`src/rtl/newton_square_root_assert.svh`:
```
// assertion macros for the newton square root block
`ifndef NEWTON_SQUARE_ROOT_ASSERT_SVH
`define NEWTON_SQUARE_ROOT_ASSERT_SVH

`ifndef SYNTHESIS
`define NSR_ASSERT_IMP(name, ante, cons) \
    name: assert property (@(posedge clk) disable iff (!rst_n) (ante) |-> (cons)) \
        else $error("newton_square_root: check failed");
`define NSR_ASSERT_NXT(name, ante, cons) \
    name: assert property (@(posedge clk) disable iff (!rst_n) (ante) |=> (cons)) \
        else $error("newton_square_root: check failed");
`else
`define NSR_ASSERT_IMP(name, ante, cons)
`define NSR_ASSERT_NXT(name, ante, cons)
`endif

`endif

```
`src/rtl/nsr_pkg.sv`:
```
// shared constants and types for the newton square root block
`default_nettype none

package nsr_pkg;

    localparam int FRACTION_BITS = 16;
    localparam int INTEGER_BITS  = 24;

    localparam int MAG_W      = INTEGER_BITS + FRACTION_BITS;
    localparam int RADICAND_W = MAG_W + 1;
    localparam int DIV_STEPS  = MAG_W + FRACTION_BITS;
    localparam int GUESS_W    = DIV_STEPS;
    localparam int STEP_CNT_W = $clog2(DIV_STEPS);
    localparam int ROOT_W     = 29;
    localparam int ROOT_EXP   = (INTEGER_BITS + 1) / 2 + FRACTION_BITS;
    localparam int COUNT_W    = 10;

    localparam logic [COUNT_W-1:0] COUNT_RESET = COUNT_W'(64);
    localparam logic [GUESS_W-1:0] ROOT_MAX    = GUESS_W'(1) << ROOT_EXP;

    typedef enum logic [1:0] {
        ST_IDLE,
        ST_CHECK,
        ST_DIV,
        ST_OUT
    } nsr_state_t;

endpackage

`default_nettype wire

```
`src/rtl/newton_square_root.sv`:
```
// Square root of a signed Q24.16 radicand by Newton iteration. Raise start while busy is low
// to issue a transaction; busy stays high until the result appears on root and
// negative_error, marked by done for exactly one cycle, which cannot be stalled. A negative
// radicand flags negative_error with root zero, and a zero radicand returns zero; both go
// from idle straight to the output state. Otherwise each of the iteration_count steps runs
// the shared bit-serial divider for 56 quotient bits, started from the check state, and
// updates the guess when the divider finishes; the reset iteration_count is 64.
// iteration_count is written through cfg_valid/cfg_data and is picked up by the next
// transaction accepted after the write; a transaction in progress keeps its own count.
`default_nettype none

module newton_square_root (
    input  wire logic                           clk,
    input  wire logic                           rst_n,
    input  wire logic                           start,
    output logic                                busy,
    input  wire logic [nsr_pkg::RADICAND_W-1:0] radicand,
    output logic                                done,
    output logic [nsr_pkg::ROOT_W-1:0]          root,
    output logic                                negative_error,
    input  wire logic                           cfg_valid,
    output logic                                cfg_ready,
    input  wire logic [nsr_pkg::COUNT_W-1:0]    cfg_data
);
    import nsr_pkg::*;

    nsr_state_t         state_reg, state_next;
    logic [COUNT_W-1:0] count_cfg_reg, count_cfg_next;
    logic [COUNT_W-1:0] iter_reg, iter_next;
    logic [MAG_W-1:0]   x_reg, x_next;
    logic [GUESS_W-1:0] g_reg, g_next;
    logic [ROOT_W-1:0]  root_reg, root_next;
    logic               neg_reg, neg_next;

    logic               accept;
    logic               trivial;
    logic               div_start;
    logic               div_done;
    logic [GUESS_W-1:0] div_den;
    logic [GUESS_W-1:0] div_quot;
    logic [GUESS_W:0]   sum;

    assign accept  = start && !busy;
    assign trivial = radicand[MAG_W] || (radicand[MAG_W-1:0] == '0);
    // guess is never allowed below one lsb as a divisor
    assign div_den = (g_reg == '0) ? GUESS_W'(1) : g_reg;
    assign sum     = {1'b0, g_reg} + {1'b0, div_quot};

    nsr_div u_div (
        .clk   (clk),
        .rst_n (rst_n),
        .start (div_start),
        .num   (x_reg),
        .den   (div_den),
        .done  (div_done),
        .quot  (div_quot)
    );

    // next state
    always_comb
    begin
        state_next = state_reg;
        case (state_reg)
            ST_IDLE:
            begin
                if (accept)
                    state_next = trivial ? ST_OUT : ST_CHECK;
            end
            ST_CHECK:
            begin
                state_next = (iter_reg == '0) ? ST_OUT : ST_DIV;
            end
            ST_DIV:
            begin
                if (div_done)
                    state_next = ST_CHECK;
            end
            ST_OUT:
            begin
                state_next = ST_IDLE;
            end
            default:
            begin
                state_next = ST_IDLE;
            end
        endcase
    end

    // outputs
    always_comb
    begin
        busy      = 1'b1;
        done      = 1'b0;
        div_start = 1'b0;
        case (state_reg)
            ST_IDLE:
            begin
                busy = 1'b0;
            end
            ST_CHECK:
            begin
                div_start = (iter_reg != '0);
            end
            ST_DIV:
            begin
                busy = 1'b1;
            end
            ST_OUT:
            begin
                done = 1'b1;
            end
            default:
            begin
                busy = 1'b1;
            end
        endcase
    end

    // datapath
    always_comb
    begin
        count_cfg_next = count_cfg_reg;
        iter_next      = iter_reg;
        x_next         = x_reg;
        g_next         = g_reg;
        root_next      = root_reg;
        neg_next       = neg_reg;
        if (cfg_valid && cfg_ready)
            count_cfg_next = cfg_data;
        case (state_reg)
            ST_IDLE:
            begin
                if (accept)
                begin
                    x_next    = radicand[MAG_W-1:0];
                    g_next    = GUESS_W'(radicand[MAG_W-1:2]);
                    iter_next = count_cfg_reg;
                    neg_next  = radicand[MAG_W];
                    root_next = '0;
                end
            end
            ST_CHECK:
            begin
                if (iter_reg == '0)
                    root_next = (g_reg > ROOT_MAX) ? ROOT_MAX[ROOT_W-1:0] : g_reg[ROOT_W-1:0];
            end
            ST_DIV:
            begin
                if (div_done)
                begin
                    g_next    = sum[GUESS_W:1];
                    iter_next = iter_reg - COUNT_W'(1);
                end
            end
            default:
            begin
                root_next = root_reg;
            end
        endcase
    end

    always_ff @(posedge clk or negedge rst_n)
    begin
        if (!rst_n)
        begin
            state_reg     <= ST_IDLE;
            count_cfg_reg <= COUNT_RESET;
            iter_reg      <= '0;
        end
        else
        begin
            state_reg     <= state_next;
            count_cfg_reg <= count_cfg_next;
            iter_reg      <= iter_next;
        end
    end

    always_ff @(posedge clk)
    begin
        x_reg    <= x_next;
        g_reg    <= g_next;
        root_reg <= root_next;
        neg_reg  <= neg_next;
    end

    assign cfg_ready      = 1'b1;
    assign root           = root_reg;
    assign negative_error = neg_reg;

`include "newton_square_root_assert.svh"

    `NSR_ASSERT_IMP(a_err_zero_root, done && negative_error, root == '0)
    `NSR_ASSERT_IMP(a_root_capped, done, root <= ROOT_MAX[ROOT_W-1:0])
    `NSR_ASSERT_NXT(a_single_strobe, done, !done && !busy)
    `NSR_ASSERT_NXT(a_busy_after_start, accept, busy)

endmodule

`default_nettype wire

```
`src/rtl/nsr_div.sv`:
```
// restoring fixed-point divider, one quotient bit per cycle
`default_nettype none

module nsr_div (
    input  wire logic                        clk,
    input  wire logic                        rst_n,
    input  wire logic                        start,
    input  wire logic [nsr_pkg::MAG_W-1:0]   num,
    input  wire logic [nsr_pkg::GUESS_W-1:0] den,
    output logic                             done,
    output logic [nsr_pkg::GUESS_W-1:0]      quot
);
    import nsr_pkg::*;

    logic                  run_reg, run_next;
    logic                  done_reg, done_next;
    logic [STEP_CNT_W-1:0] cnt_reg, cnt_next;
    logic [GUESS_W-1:0]    rem_reg, rem_next;
    logic [DIV_STEPS-1:0]  dq_reg, dq_next;
    logic [GUESS_W-1:0]    den_reg, den_next;
    logic [GUESS_W:0]      rem_shift;
    logic [GUESS_W+1:0]    diff;

    // dividend bits leave at the top of dq while quotient bits enter at the bottom
    assign rem_shift = {rem_reg, dq_reg[DIV_STEPS-1]};
    assign diff      = {1'b0, rem_shift} - {2'b00, den_reg};

    always_comb
    begin
        run_next  = run_reg;
        done_next = 1'b0;
        cnt_next  = cnt_reg;
        rem_next  = rem_reg;
        dq_next   = dq_reg;
        den_next  = den_reg;
        if (start)
        begin
            run_next = 1'b1;
            cnt_next = STEP_CNT_W'(DIV_STEPS - 1);
            rem_next = '0;
            dq_next  = {num, FRACTION_BITS'(0)};
            den_next = den;
        end
        else if (run_reg)
        begin
            if (!diff[GUESS_W+1])
            begin
                rem_next = diff[GUESS_W-1:0];
                dq_next  = {dq_reg[DIV_STEPS-2:0], 1'b1};
            end
            else
            begin
                rem_next = rem_shift[GUESS_W-1:0];
                dq_next  = {dq_reg[DIV_STEPS-2:0], 1'b0};
            end
            cnt_next = cnt_reg - STEP_CNT_W'(1);
            if (cnt_reg == '0)
            begin
                run_next  = 1'b0;
                done_next = 1'b1;
            end
        end
    end

    always_ff @(posedge clk or negedge rst_n)
    begin
        if (!rst_n)
        begin
            run_reg  <= 1'b0;
            done_reg <= 1'b0;
            cnt_reg  <= '0;
        end
        else
        begin
            run_reg  <= run_next;
            done_reg <= done_next;
            cnt_reg  <= cnt_next;
        end
    end

    always_ff @(posedge clk)
    begin
        rem_reg <= rem_next;
        dq_reg  <= dq_next;
        den_reg <= den_next;
    end

    assign done = done_reg;
    assign quot = dq_reg;

endmodule

`default_nettype wire

```
`config.mk`:
```
export PLATFORM = sky130hd
export DESIGN_NAME = newton_square_root
export DESIGN_NICKNAME = d
export VERILOG_FILES = /design/src/rtl/nsr_pkg.sv /design/src/rtl/newton_square_root.sv /design/src/rtl/nsr_div.sv
export VERILOG_INCLUDE_DIRS = /design/src /design/src/rtl
export SDC_FILE = /design/constraint.sdc
export NUM_CORES = 1
export LEC_CHECK = 0
export ABC_CLOCK_PERIOD_IN_PS = 6800
export CAP_MARGIN = 20
export CORE_ASPECT_RATIO = 1.75
export CORE_UTILIZATION = 40
export CTS_BUF_LIST = sky130_fd_sc_hd__clkbuf_8 sky130_fd_sc_hd__clkbuf_16
export DETAILED_ROUTE_END_ITERATION = 10
export DONT_BUFFER_PORTS = 1
export MAX_ROUTING_LAYER = met4
export PLACE_DENSITY = 0.6
export SYNTH_ARGS = -nofsm -noshare
export SYNTH_HDL_FRONTEND = slang
export SYNTH_HIERARCHICAL = 1
export SYNTH_SLANG_ARGS = --single-unit
```
`constraint.sdc`:
```
create_clock -name clk -period 6.8 [get_ports clk]
set_clock_uncertainty 0.15 [all_clocks]
set_input_delay 0.34 -clock clk [delete_from_list [all_inputs] [get_ports clk]]
set_output_delay 0.34 -clock clk [all_outputs]
set_load 0.05 [all_outputs]
```
# After elaboration in Yosys (flattened, before gate mapping)
# Cells that the tools add are included.
word_totals:
  ff_bits: 324
op_classes:
  reduce_logical: 15
  add_sub_neg: 4
  n_lt_le_gt_ge: 1
  n_eq_ne: 6
  mux: 30
op_table:
  columns: ["op", "n"]
  rows:
  - ["$mux 56", 5]
  - ["$pmux 56 s2", 1]
  - ["$mux 29", 3]
  - ["$pmux 29 s2", 1]
  - ["$sub 57x56->58", 1]
  - ["$add 56x56->57", 1]
  - ["$gt 56x29->1 const B", 1]
  - ["$logic_not 56->1", 1]
  - ["$logic_not 40->1", 1]
  - ["$mux 10", 2]
  - ["$pmux 10 s2", 1]
  - ["$mux 6", 2]
  - ["$mux 1", 11]
  - ["$logic_not 10->1", 1]
  - ["$reduce_bool 10->1", 1]
  - ["$sub 10x1->10 const B", 1]
  - ["$pmux 2 s4", 1]
  - ["$logic_not 6->1", 1]
  - ["$mux 2", 3]
  - ["$reduce_and 3->1", 2]
  - ["$reduce_bool 2->1", 3]
  - ["$sub 6x1->6 const B", 1]
  - ["$eq 2x2->1 const B", 2]
  - ["$ne 2x2->1 const B", 2]
  - ["6 further kinds", 7]

# Longest topological paths before layout
depth:
  depth_word: 5
  depth_mapped: 14
  mapped_depth_nobuf: 13

# By module
# The synthesis kept the hierarchy.
by_module_without_submodules:
  columns: ["module", "area_each_um2", "instances", "cells_each"]
  rows:
  - ["nsr_div", 10248.6, 1, 1118]
  - ["newton_square_root", 9128.8, 1, 929]

# Least setup slack after synthesis
# No wires, ideal clock.
synth_timing:
  kind: "register to register"
  from: "register iter_reg[0]"
  to: "register u_div.dq_reg[16] (netlist: u_div/quot[16]) (enable)"
  path_slack_ns: 1.306
  arrival_time_ns: 4.950
  path_stages_with_launch: 12
  setup_time_ns: 0.394
  path_cell_list: "dfrtp_1 -> inv_1 -> ha_1 -> nor3b_1 -> nor3b_1 -> nand2_1 -> nor3_1 -> nor2_1 -> clkbuf_1 -> clkbuf_1 -> nor2_1 -> inv_1"
synth_via:
  elab_chain_cells: 3
synth_rtl:
  columns: ["item", "line", "source"]
  rows:
  - ["start, declared", "newton_square_root.sv:29", "logic [COUNT_W-1:0] iter_reg, iter_next;"]
  - ["start signal, assigned", "newton_square_root.sv:174", "iter_reg <= iter_next;"]
  - ["$reduce_bool 10->1", "newton_square_root.sv:102", "div_start = (iter_reg != '0);"]
  - ["$mux 1", "newton_square_root.sv:95", "case (state_reg)"]
  - ["via div_start", "newton_square_root.sv:37", "logic div_start;"]
  - ["$reduce_bool 2->1 (no source line)", null, null]
  - ["end signal, assigned", "nsr_div.sv:84", "dq_reg <= dq_next;"]
  - ["end, declared", "nsr_div.sv:19", "logic [DIV_STEPS-1:0] dq_reg, dq_next;"]
# The timed path passes the listed nets, and every way through them passes these cells.
# A chain may end at the register's enable or synchronous reset.

# Worst setup path after layout
layout_timing:
  from: "register iter_reg[0]"
  to: "register u_div.run_reg"
layout_via:
  elab_chain_cells: 3
layout_rtl:
  columns: ["item", "line", "source"]
  rows:
  - ["$reduce_bool 10->1", "newton_square_root.sv:102", null]
  - ["$mux 1", "newton_square_root.sv:95", null]
  - ["via div_start", "newton_square_root.sv:37", null]
  - ["$mux 1", "nsr_div.sv:36", "if (start)"]
  - ["via u_div.run_next", "nsr_div.sv:15", "logic run_reg, run_next;"]
  - ["end signal, assigned", "nsr_div.sv:75", "run_reg <= run_next;"]
  - ["end, declared", "nsr_div.sv:15", null]
# The timed path passes the listed nets, and every way through them passes these cells.

==> results.sh <==
export IMPL_overflow=0
export IMPL_die_x_um=168
export IMPL_finalSetupViolations=0
export IMPL_setup_total_negative_slack_ns=0
export IMPL_synthCells=2047
export IMPL_synth_cell_type_count=89
export IMPL_netlist_area_um2=19400
export IMPL_cap_violations=0
export IMPL_ctsLongestPathBuffers=3
export IMPL_grt_usage_pct=24.0
export IMPL_cts_tree="built"
export IMPL_grt_antenna_before_repair=0
export IMPL_place_area_um2=19600
export IMPL_ys_warnings_count=6
export IMPL_synth_edf_count=222
export IMPL_startpoint="iter_reg[0]$_DFFE_PN0P_"
export IMPL_wirelength_um=57700
export IMPL_stdcell_count=2617
export IMPL_syn_avg_cell_area_um2=9.47
export IMPL_peakVddDrop_mv=0.437
export IMPL_diodes=0
export IMPL_p_leak_nw=8.60
export IMPL_tightest_slew_ns=1.03
export IMPL_dp_cells=2490
export IMPL_fin_crit_sh_pct=59.7
export IMPL_r2r_end="u_div/run_reg$_DFF_PN0_"
export IMPL_n_fill_cell=4581
export IMPL_grt_pass1_vias=15700
export IMPL_cp_start_kind="flip-flop"
export IMPL_fin_nets=2168
export IMPL_synth_largest_area_cell="edfxtp_1"
export IMPL_grt_pass1_wl_um=88200
export IMPL_reg2reg_from="iter_reg[0]$_DFFE_PN0P_"
export IMPL_reg2regPathDepth=11
export IMPL_grt_max_degree=172
export IMPL_vias=15500
export IMPL_cp_arrival_ns=4.31
export IMPL_worst_path_max_fanout=171
export IMPL_criticalPathCategory="reg2reg"
export IMPL_vias_per_cell=5.93
export IMPL_ys_seq_area_share_pct=45.7
export IMPL_coreArea_um2=47700
export IMPL_drtIter0Drc=1119
export IMPL_pre_cts_ws_ns=2.79
export IMPL_numCtsBuffers=34
export IMPL_yosys_top_cells_area="edfxtp_1 34%, dfxtp_1 7.4%, ha_1 7.4%"
export IMPL_clkTransAtPathRegs_ns=0.07
export IMPL_power_density_nw_per_um2=588
export IMPL_clkLatencyLatePin_ns=0.55
export IMPL_status="completed"
export IMPL_hold_violations=0
export IMPL_max_freq_mhz=246
export IMPL_fin_crit_ns=4.06
export IMPL_numPortBuffers=0
export IMPL_crit_end="u_div/run_reg$_DFF_PN0_"
export IMPL_place_congestion=0.924
export IMPL_cts_sinks=324
export IMPL_final_area_um2=21400
export IMPL_rows=106
export IMPL_firstDrtPassIters=6
export IMPL_rsz0062_at_grt="no"
export IMPL_endpoint_kind="flip-flop"
export IMPL_start_util_pct=40.6
export IMPL_drc_errors=0
export IMPL_ctsHtreeMaxLevel=2
export IMPL_synth_common_cells="243 x nand2_1, 222 x edfxtp_1, 161 x a21oi_1"
export IMPL_dp_hpwl_um=42100
export IMPL_die_h_um=293
export IMPL_relSlewSlack_pct=31.7
export IMPL_hold_class="in2async"
export IMPL_ff2ff_setup_slack_ns=2.74
export IMPL_worst_hold_slack_ns=0.100
export IMPL_slew_viol_final=0
export IMPL_ys_ff_latch=324
export IMPL_setup_slack_ns=2.74
export IMPL_syn2layout_area_growth_pct=10.3
export IMPL_post_synth_top_count_cell="nand2_1"
export IMPL_io_pins=88
export IMPL_synth_top_area_share_pct=34.4
export IMPL_fp_dieArea_um2=49400
export IMPL_drive_above_1_share_pct=5.83
export IMPL_syn_nets=2218
export IMPL_wl_per_cell_um=22.0
export IMPL_async_flop_share_pct=9.26
export IMPL_ant_nets=0
export IMPL_cts_root_buffer="clkbuf_16"
export IMPL_ys_flop_type="edfxtp_1"
export IMPL_required_ns=7.05
## area by class of cell
type	count	area (um2)	share of cell area [%]
Tap cell	594	743	3.48
Sequential cell	324	8860	41.5
Clock inverter	27	251	1.18
Multi-Input combinational cell	1465	9510	44.5
Clock buffer	35	876	4.10
Inverter	94	353	1.65
Timing Repair Buffer	78	788	3.69
## worst min path at each step
stage / startpoint / to / cells after the start
after floorplan: rst_n / count_cfg_reg[0]$_DFFE_PN0P_ / 0
after global placement: rst_n / iter_reg[7]$_DFFE_PN0P_ / 0
after detailed placement: rst_n / iter_reg[7]$_DFFE_PN0P_ / 0
after CTS: rst_n / u_div/cnt_reg[1]$_DFFE_PN0P_ / 2
after global routing: rst_n / u_div/cnt_reg[1]$_DFFE_PN0P_ / 2
final: rst_n / u_div/cnt_reg[1]$_DFFE_PN0P_ / 2
## where the power goes
part | switching [W] | internal, W
registers | 0.000771 | 0.00308
clock network | 0.000841 | 0.00107
logic | 0.00418 | 0.00265
total | 0.00579 | 0.00679
## layout by cell type (no fill, tap or decap), types with 12 or more instances in the layout
cell and instances:
a21o_1 53, a21oi_1 161, a22o_1 39, a311oi_1 39, a31oi_1 15, and2_1 36
buf_4 12, clkbuf_16 35, dfrtp_1 28, dfxtp_1 72, dlygate4sd3_1 63, edfxtp_1 222
ha_1 114, inv_1 98, mux2i_1 23, nand2_1 243, nand3_1 36, nand4_1 43
nor2_1 156, nor3_1 33, nor4_1 29, o211ai_1 18, o21ai_0 111, o21ai_1 13
o21bai_1 20, o22ai_1 13, xnor2_1 63, xor2_1 36
## timing repair
item | in CTS | in global routing
gates resized for setup | 0 | 0
setup buffers | 0 | 0
endpoints found under the hold margin | 120 | 0
hold buffers | 64 | 0
## cells by family after synthesis
family | synth area share [%]
flip-flops | 45.7
adder cells (fa/ha/maj) | 7.57
AO/OA/AOI/OAI | 19.6
XOR/XNOR | 4.47
multiplexers | 1.77
AND/OR/NAND/NOR | 15.4
other | 0.0194
buffers and inverters | 5.46
## stage by stage
step | power (W) | utilization [%]
2_1_floorplan | 0.00888 | -
3_3_place_gp | 0.0105 | 41.0
3_5_place_dp | 0.0105 | 41.0
4_1_cts | 0.0125 | 44.7
5_1_grt | 0.0134 | 44.8
6_report | 0.0126 | 44.8
## worst max-delay path: stages, from the launching register on
cell and delay, ns:
dfrtp_1 0.38, inv_1 0.09, ha_1 0.20, nor3b_1 0.32, nor3b_1 0.44, nand2_1 0.24, nor3_1 0.34, nor2_4 0.11
buf_12 0.27, or4b_2 0.79, nor3_1 0.32, nor2_1 0.07
## layer usage
layer | track usage (%) | routed length [um] | share of wire (%) | vias to the layer above
met4 | 14.4 | 3830 | 6.6 | 0
met3 | 2.49 | 2180 | 3.8 | 161
met5 | - | 0 | 0 | -
li1 | - | - | - | 7353
met2 | 44.6 | 30600 | 53 | 485
met1 | 24.0 | 21000 | 36 | 7522
No activity file was read; power rests on OpenSTA's default activity.
